File: src/design/dfd_pkg.sv
`timescale 1ns / 1ps

package dfd_pkg;

    localparam int MAX_LEN_DEF     = 256;
    localparam int SAMPLE_BITS_DEF = 16;
    localparam int FRAC_BITS_DEF   = 4;

    localparam int SAMPLE_W = 16;
    localparam int SQ_W     = 33;
    localparam int DIST_W   = 17;

    localparam logic [SQ_W-1:0] SQ_MAX = {SQ_W{1'b1}};

    // smallest operand whose square exceeds SQ_MAX
    localparam int OP_W = 17;
    localparam logic [SQ_W-1:0] SQ_ROOT_LIM = 33'd92682;

    // integer square root: one result bit per step
    localparam int ROOT_W     = 35;
    localparam int ROOT_STEPS = 18;
    localparam int ROOT_K_W   = 5;

    typedef enum logic [1:0] {
        STATUS_OK      = 2'd0,
        STATUS_EMPTY   = 2'd1,
        STATUS_DROPPED = 2'd2
    } status_t;

    typedef struct packed {
        logic                       series_sel;
        logic signed [SAMPLE_W-1:0] sample;
        logic                       last;
    } in_req_t;

    typedef struct packed {
        logic [SQ_W-1:0]   dist_squared;
        logic [DIST_W-1:0] distance;
        status_t           status;
    } out_req_t;

    typedef enum logic [2:0] {
        ST_IDLE,
        ST_RD,
        ST_MUL,
        ST_UPD,
        ST_ROOT_GO,
        ST_ROOT,
        ST_FINISH
    } state_t;

    typedef struct packed {
        logic wr_first;
        logic wr_second;
        logic cell_rd;
        logic cell_mul;
        logic cell_upd;
        logic first_row;
        logic first_col;
        logic root_start;
        logic load_out;
        logic load_empty;
        logic dropped;
    } cmd_t;

    typedef struct packed {
        logic root_done;
    } dp_stat_t;

endpackage

File: src/design/dfd_ctrl.sv
`timescale 1ns / 1ps

module dfd_ctrl #(
    parameter int MAX_LEN = dfd_pkg::MAX_LEN_DEF,
    parameter int IDX_W   = $clog2(MAX_LEN)
) (
    input  logic               aclk,
    input  logic               aresetn,
    input  logic               s_valid,
    output logic               s_ready,
    input  dfd_pkg::in_req_t   s_req,
    output logic               m_valid,
    input  logic               m_ready,
    input  dfd_pkg::dp_stat_t  stat,
    output dfd_pkg::cmd_t      cmd,
    output logic [IDX_W-1:0]   wr_addr,
    output logic [IDX_W-1:0]   row,
    output logic [IDX_W-1:0]   col
);
    import dfd_pkg::*;

    localparam int CNT_W = $clog2(MAX_LEN + 1);

    state_t           state_reg, state_next;
    logic [CNT_W-1:0] first_count_reg, first_count_next;
    logic [CNT_W-1:0] second_count_reg, second_count_next;
    logic             overflow_reg, overflow_next;
    logic             empty_reg, empty_next;
    logic             m_valid_reg, m_valid_next;
    logic [IDX_W-1:0] row_reg, row_next;
    logic [IDX_W-1:0] col_reg, col_next;

    logic             first_full, second_full;
    logic [CNT_W-1:0] row_last, col_last;

    assign first_full  = first_count_reg == CNT_W'(MAX_LEN);
    assign second_full = second_count_reg == CNT_W'(MAX_LEN);
    assign row_last    = first_count_reg - 1'b1;
    assign col_last    = second_count_reg - 1'b1;

    always_comb begin
        state_next        = state_reg;
        first_count_next  = first_count_reg;
        second_count_next = second_count_reg;
        overflow_next     = overflow_reg;
        empty_next        = empty_reg;
        row_next          = row_reg;
        col_next          = col_reg;
        cmd               = '0;
        cmd.load_empty    = empty_reg;
        cmd.dropped       = overflow_reg;
        case (state_reg)
            ST_IDLE: begin
                if (s_valid) begin
                    if (!s_req.series_sel) begin
                        if (first_full) begin
                            overflow_next = 1'b1;
                        end else begin
                            cmd.wr_first     = 1'b1;
                            first_count_next = first_count_reg + 1'b1;
                        end
                    end else begin
                        if (second_full) begin
                            overflow_next = 1'b1;
                        end else begin
                            cmd.wr_second     = 1'b1;
                            second_count_next = second_count_reg + 1'b1;
                        end
                        if (s_req.last) begin
                            row_next = '0;
                            col_next = '0;
                            if (first_count_reg == '0 || second_count_next == '0) begin
                                empty_next = 1'b1;
                                state_next = ST_FINISH;
                            end else begin
                                empty_next = 1'b0;
                                state_next = ST_RD;
                            end
                        end
                    end
                end
            end
            ST_RD: begin
                cmd.cell_rd = 1'b1;
                state_next  = ST_MUL;
            end
            ST_MUL: begin
                cmd.cell_mul = 1'b1;
                state_next   = ST_UPD;
            end
            ST_UPD: begin
                cmd.cell_upd  = 1'b1;
                cmd.first_row = row_reg == '0;
                cmd.first_col = col_reg == '0;
                if (col_reg == col_last[IDX_W-1:0]) begin
                    col_next = '0;
                    if (row_reg == row_last[IDX_W-1:0]) begin
                        state_next = ST_ROOT_GO;
                    end else begin
                        row_next   = row_reg + 1'b1;
                        state_next = ST_RD;
                    end
                end else begin
                    col_next   = col_reg + 1'b1;
                    state_next = ST_RD;
                end
            end
            ST_ROOT_GO: begin
                cmd.root_start = 1'b1;
                state_next     = ST_ROOT;
            end
            ST_ROOT: begin
                if (stat.root_done) begin
                    state_next = ST_FINISH;
                end
            end
            ST_FINISH: begin
                if (!m_valid_reg || m_ready) begin
                    cmd.load_out      = 1'b1;
                    first_count_next  = '0;
                    second_count_next = '0;
                    overflow_next     = 1'b0;
                    state_next        = ST_IDLE;
                end
            end
            default: begin
                state_next = ST_IDLE;
            end
        endcase
    end

    always_comb begin
        if (cmd.load_out) begin
            m_valid_next = 1'b1;
        end else if (m_ready) begin
            m_valid_next = 1'b0;
        end else begin
            m_valid_next = m_valid_reg;
        end
    end

    always_ff @(posedge aclk) begin
        if (!aresetn) begin
            state_reg        <= ST_IDLE;
            first_count_reg  <= '0;
            second_count_reg <= '0;
            overflow_reg     <= 1'b0;
            empty_reg        <= 1'b0;
            m_valid_reg      <= 1'b0;
            row_reg          <= '0;
            col_reg          <= '0;
        end else begin
            state_reg        <= state_next;
            first_count_reg  <= first_count_next;
            second_count_reg <= second_count_next;
            overflow_reg     <= overflow_next;
            empty_reg        <= empty_next;
            m_valid_reg      <= m_valid_next;
            row_reg          <= row_next;
            col_reg          <= col_next;
        end
    end

    assign s_ready = state_reg == ST_IDLE;
    assign m_valid = m_valid_reg;
    assign wr_addr = s_req.series_sel ? second_count_reg[IDX_W-1:0]
                                      : first_count_reg[IDX_W-1:0];
    assign row     = row_reg;
    assign col     = col_reg;

    a_cell_in_range: assert property (@(posedge aclk) disable iff (!aresetn)
        cmd.cell_upd |-> (CNT_W'(row_reg) < first_count_reg)
                         && (CNT_W'(col_reg) < second_count_reg))
        else $error("cell index outside loaded series");

    a_no_result_overwrite: assert property (@(posedge aclk) disable iff (!aresetn)
        cmd.load_out |-> (!m_valid_reg || m_ready))
        else $error("result loaded over a pending one");

    a_clear_after_result: assert property (@(posedge aclk) disable iff (!aresetn)
        cmd.load_out |=> (first_count_reg == '0) && (second_count_reg == '0)
                         && !overflow_reg)
        else $error("counts not cleared after result");

    a_count_bound: assert property (@(posedge aclk) disable iff (!aresetn)
        (first_count_reg <= CNT_W'(MAX_LEN)) && (second_count_reg <= CNT_W'(MAX_LEN)))
        else $error("series count beyond capacity");

    a_root_done_state: assert property (@(posedge aclk) disable iff (!aresetn)
        stat.root_done |-> (state_reg == ST_ROOT))
        else $error("square root finished outside its wait state");

endmodule

File: config.mk
export PLATFORM = sky130hd
export DESIGN_NAME = dfd_ctrl
export DESIGN_NICKNAME = d
export VERILOG_FILES = /design/src/design/dfd_pkg.sv /design/src/design/dfd_ctrl.sv
export SDC_FILE = /design/constraint.sdc
export NUM_CORES = 1
export LEC_CHECK = 0
export ABC_AREA = 0
export BUFFER_PORTS_ARGS = -buffer_cell sky130_fd_sc_hd__buf_2
export CAP_MARGIN = 20
export CELL_PAD_IN_SITES_DETAIL_PLACEMENT = 0
export CELL_PAD_IN_SITES_GLOBAL_PLACEMENT = 2
export CORE_ASPECT_RATIO = 0.9
export CORE_UTILIZATION = 31
export DETAILED_ROUTE_END_ITERATION = 8
export GPL_TIMING_DRIVEN = 0
export PLACE_DENSITY = 0.83
export SYNTH_ARGS = -nofsm -noshare
export SYNTH_HDL_FRONTEND = slang
export SYNTH_SLANG_ARGS = --single-unit
File: constraint.sdc
create_clock -name aclk -period 3.65 [get_ports aclk]
set_input_delay 0.9125 -clock aclk [delete_from_list [all_inputs] [get_ports aclk]]
set_output_delay 0.9125 -clock aclk [all_outputs]
set_load 0.02 [all_outputs]
; Yosys cells after proc, flatten, opt, wreduce, memory -nomap -nowiden
; Index checks and enable logic that the tools add are counted.
[totals]
out_inout_bits = 37
inputBits = 23
wordCells = 104
register_bits = 40
[op_classes]
n_addsub = 6
eq_ne = 21
n_reduce_logical = 18
muxes = 51
[ops]
columns = operator, count
row1 = 9-bit two-way mux, 10
row2 = 8-bit two-way mux, 7
row3 = 9-bit one-hot mux with 2 select lines, 2
row4 = 8-bit one-hot mux with 2 select lines, 2
row5 = 3-bit two-way mux, 9
row6 = 3-bit one-hot mux with 7 select lines, 1
row7 = 9-bit by 1-bit adder with 9-bit output (second input constant), 2
row8 = 9-bit equality test (second input constant), 2
row9 = 9-bit zero test, 2
row10 = 1-bit two-way mux, 17
row11 = 8-bit by 1-bit adder with 8-bit output (second input constant), 2
row12 = 8-bit equality test, 2
row13 = 8-bit zero test, 2
row14 = 8-bit by 1-bit subtractor with 8-bit output (second input constant), 2
row15 = 5-bit AND reduction, 3
row16 = 2-bit != test (second input constant), 7
row17 = 4-bit AND reduction, 3
row18 = 3-bit equality test (second input constant), 3
row19 = 3-bit by 2-bit equality test with 1-bit output (second input constant), 2
row20 = 6-bit AND reduction, 1
row21 = 2-bit nonzero test, 3
row22 = 2-bit two-way mux, 2
row23 = 2-bit by 1-bit != test with 1-bit output (second input constant), 2
row24 = 3-bit by 1-bit equality test with 1-bit output (second input constant), 1
row25 = other kinds (6), 7

; Logic depth before layout (Yosys ltp)
[logic_depth]
word_depth = 12
mapped_depth = 12
ltp_nobuf = 9

; Worst setup path before layout
; Ideal clock, no wire load.
[synth_timing]
kind = input port to output port
startpoint = in s_req[17] in the netlist's numbering
endpoint = out cmd[10] in the netlist's numbering
path_slack_ns = 0.795
t_arrival_ns = 1.943
cell_stages = 4
cell_sequence = clkbuf_1 > or4_1 > a41oi_1 > and2_1
[synth_lines]
columns = item, line_no
row1 = "start, declared", dfd_ctrl.sv:11  ; input dfd_pkg::in_req_t s_req,
row2 = "end, declared", dfd_ctrl.sv:15  ; output dfd_pkg::cmd_t cmd,

==> summary.md <==
| Metric | Value |
|---|---|
| Die boundary height | 94.7 um |
| Initial Utilization | 32.1% |
| Root buffer cell | sky130_fd_sc_hd__clkbuf_8 |
| Layout Skew | 0.00631 ns |
| Antenna cell count | 0 |
| Cell seen most often among critical-path stages | sky130_fd_sc_hd__clkbuf_1 |
| Floorplan die area | 0.00994 sq mm |
| Xor and xnor fraction of the mapped netlist area | 10.4% |
| IR drop worst, VDD | 0.000136 V |
| Worst-Skew Late Latency | 0.30 ns |
| Largest delay contributor family on the critical path | buffers and inverters |
| Number of setup buffers added after CTS | 0 |
| Final setup vio count | 0 |
| Count of nets left with antenna violations after detail routing | 0 |
| Run status | completed |
| Maximum frequency from static timing analysis | 0.299 GHz |
| Combined area of the multi-input logic cells | 0.00192 sq mm |
| Setup repair after global routing missed its margin | false |
| Fraction of layout cells with a size suffix above 1 | 17.2% |
| CP Data Required Time | 2.74 ns |
| Delay of the slowest cell on the worst path | 0.38 ns |
| GR Overflow Total | 0 |
| Sequential cell area | 801 sq um |
| Pwr dens | 335 mW/mm^2 |
| Multiplexer area fraction after synthesis | 3.30% |
| Post-layout min period | 3.34 ns |
| CTS tree | done |
| Most used cells in the layout excluding fill and tap cells | sky130_fd_sc_hd__buf_2, sky130_fd_sc_hd__dfxtp_1, sky130_fd_sc_hd__nor2_1 |
| Critical Path Fanout Max | 10 |
| Cts bufs inserted | 5 |
| Highest-delay cell along the critical path | sky130_fd_sc_hd__clkbuf_1 |
| Placement Setup Slack | 0.492 ns |
| Total core area | 0.00921 sq mm |
| Post-Synthesis Cell Area | 0.00296 sq mm |
| Series of cell instances along the critical path | clkbuf_1 > inv_1 > ha_1 > clkbuf_1 > nor3b_1 > and3_1 > nor2_1 > buf_2 |
| Most common cell after layout, fill and taps aside | sky130_fd_sc_hd__buf_2 |
| Type of the worst min-delay path | register to register |
| WL final | 8950 um |
| Dominant combinational cell family by area after synthesis | simple AND/OR/NAND/NOR gates |
| Relative slew slack | 43.3% |
| I/O pin cnt | 60 |
| WS Path Type | register to output port |
| CTS clk-pin slew, worst paths | 0.08 ns |
| Pin count of the biggest net entering global routing | 12 |
| Ys flop type | sky130_fd_sc_hd__dfxtp_1 |
| Number of remaining DRC errors | 0 |
| Placement row count | 33 |
| Number of vias in the routed layout | 2956 |
| Resized cells post-CTS | 0 |
| Sink Count | 40 |
| Horizontal die dimension | 105 um |
| Maximum clock insertion buffer count | 2 |
| Yosys cell types | 65 |
| Wire length of the first global-routing pass | 14400 um |
| Per-cell routed wire length | 15.9 um |
| Period utilisation layout | 91.5% |
| # Max-Cap Violations | 0 |
| Async set-or-reset flop fraction in the synthesized netlist | 0% |
| Number of fillers in the final layout | 1006 |
| Initial antenna violation count | 0 |
| Number of standard cells after synthesis | 391 |
| Count of input and output buffers | 42 |
| Register bit count reported by yosys | 40 |
| DRT Pass-1 Iters | 4 |
| Worst path bufs/invs | 4 |
| Count of flip-flops with a built-in enable after synthesis | 0 |
| Share of the yosys chip area belonging to registers | 27.1% |
| CP Data Arrival Time | 2.43 ns |
| Syn nets | 422 |
| Aggregate global-route resource usage | 18.4% |
| Count of yosys warnings during synthesis | 0 |
| HPWL reported at the end of detailed placement | 6710 um |
| Number of violations reported at the end of detailed-routing iteration 0 | 114 |
| Final max-slew violation count | 0 |
| Crit. End Element | output port |
| CP Launch Type | register |
| Mapped Avg Cell Area | 7.57 sq um |
| Share of synthesized cell area in full adder, half adder and majority cells | 3.38% |
| Synthesized-area fraction occupied by and/or/nand/nor cells | 27.7% |
| Area Overhead vs Synth | 15.3% |
| Via-per-instance ratio | 5.25 |
| Hold Vio Cnt, Final | 0 |
| Crit path setup slack, layout | 0.309 ns |
| Synthesized-area fraction occupied by ao, oa, aoi and oai cells | 20.1% |
| Deepest level of the CTS H-tree | 2 |
| Vias in the first global route | 2708 |
| Setup TNS Final | 0 ns |
| Least-Margin Pin Slew | 0.844 ns |
| Net count, final | 471 |
| Weighted congestion at the end of routability-driven global placement | 0.794 |
| Static leakage power | 1.40 nW |
| Hold Buf Count CTS | 0 |
==> metrics by stage <==
| step | instance area (sq um) | utilization [%] | power [mW] | std cells | hold slack (ns) |
|---|---|---|---|---|---|
| after detailed placement | 3320 | 36.1 | 0.827 | 555 | 0.471 |
| after CTS | 3410 | 37.1 | 1.15 | 563 | 0.490 |
| after floorplan | 2960 | - | 0.736 | 391 | 0.441 |
| after global placement | 3320 | 36.1 | 0.825 | 555 | 0.459 |
| final | 3410 | 37.1 | 1.14 | 563 | 0.488 |
| after global routing | 3410 | 37.1 | 1.20 | 563 | 0.532 |
==> worst register-to-register path: stages, from the launching register on <==
cell and delay, ns:
sky130_fd_sc_hd__dfxtp_1 0.34, sky130_fd_sc_hd__clkbuf_1 0.38, sky130_fd_sc_hd__inv_1 0.09, sky130_fd_sc_hd__ha_1 0.35
sky130_fd_sc_hd__or4b_1 0.51, sky130_fd_sc_hd__a31oi_1 0.15, sky130_fd_sc_hd__a211oi_1 0.07, sky130_fd_sc_hd__o32a_1 0.40
sky130_fd_sc_hd__or3_1 0.31, sky130_fd_sc_hd__o211ai_1 0.11, sky130_fd_sc_hd__o22ai_1 0.10
==> routing by layer <==
layer	track usage (%)	wire length (um)
met5	0	0
met4	4.46	76
met3	2.76	356
met2	28.9	3800
met1	26.3	4720
==> cells by family after synthesis <==
kind of cell | Yosys count
AOI/OAI and AO/OA | 86
xor gates and xnor gates | 32
adders and majority gates | 8
and+or+nand+nor | 161
muxes | 9
DFF | 40
buffers and inverters | 55
==> Yosys cell counts (4+ instances only) <==
master	number	area (sq um)
sky130_fd_sc_hd__a211oi_1	5	37.5
sky130_fd_sc_hd__xnor2_1	17	149
sky130_fd_sc_hd__nor4_1	4	25.0
sky130_fd_sc_hd__ha_1	8	100
sky130_fd_sc_hd__nor3_1	17	85.1
sky130_fd_sc_hd__or3_1	8	50.1
sky130_fd_sc_hd__a21oi_1	22	110
sky130_fd_sc_hd__nand2_1	36	135
sky130_fd_sc_hd__and3_1	12	75.1
sky130_fd_sc_hd__nand4_1	12	75.1
sky130_fd_sc_hd__a21o_1	4	30.0
sky130_fd_sc_hd__clkbuf_1	23	86.3
sky130_fd_sc_hd__nand3_1	11	55.1
sky130_fd_sc_hd__dfxtp_1	40	801
sky130_fd_sc_hd__xor2_1	13	114
sky130_fd_sc_hd__mux2_2	6	67.6
sky130_fd_sc_hd__inv_1	20	75.1
sky130_fd_sc_hd__nor2_1	38	143
sky130_fd_sc_hd__o21ai_0	13	65.1
sky130_fd_sc_hd__a31oi_1	7	43.8
sky130_fd_sc_hd__buf_4	4	30.0
==> cell type report <==
class / instances / area share, %
buffer: 35 / 4.84
clock buffer: 8 / 2.64
inverter: 20 / 2.20
multi-input combinational: 296 / 56.2
sequential: 40 / 23.5
tap: 122 / 4.47
timing repair buffer: 42 / 6.16
==> power by group <==
group / internal [mW] / total (mW) / switching, mW
Combinational: 0.136 / 0.359 / 0.223
Sequential: 0.451 / 0.461 / 0.00977
Clock: 0.155 / 0.322 / 0.168
==> final timing paths <==
check,start,endpoint,slack (ns),cells after the start
worst max register to register,second_count_reg[1]$_SDFFE_PN0P_,state_reg[0]$_SDFFE_PN0P_,0.69,10
worst min-delay path,overflow_reg$_SDFFE_PN0P_,overflow_reg$_SDFFE_PN0P_,0.49,2
worst max-delay path,second_count_reg[1]$_SDFFE_PN0P_,cmd[9],0.31,8
worst min register to register,overflow_reg$_SDFFE_PN0P_,overflow_reg$_SDFFE_PN0P_,0.49,2
No activity file was read; power rests on OpenSTA's default activity.
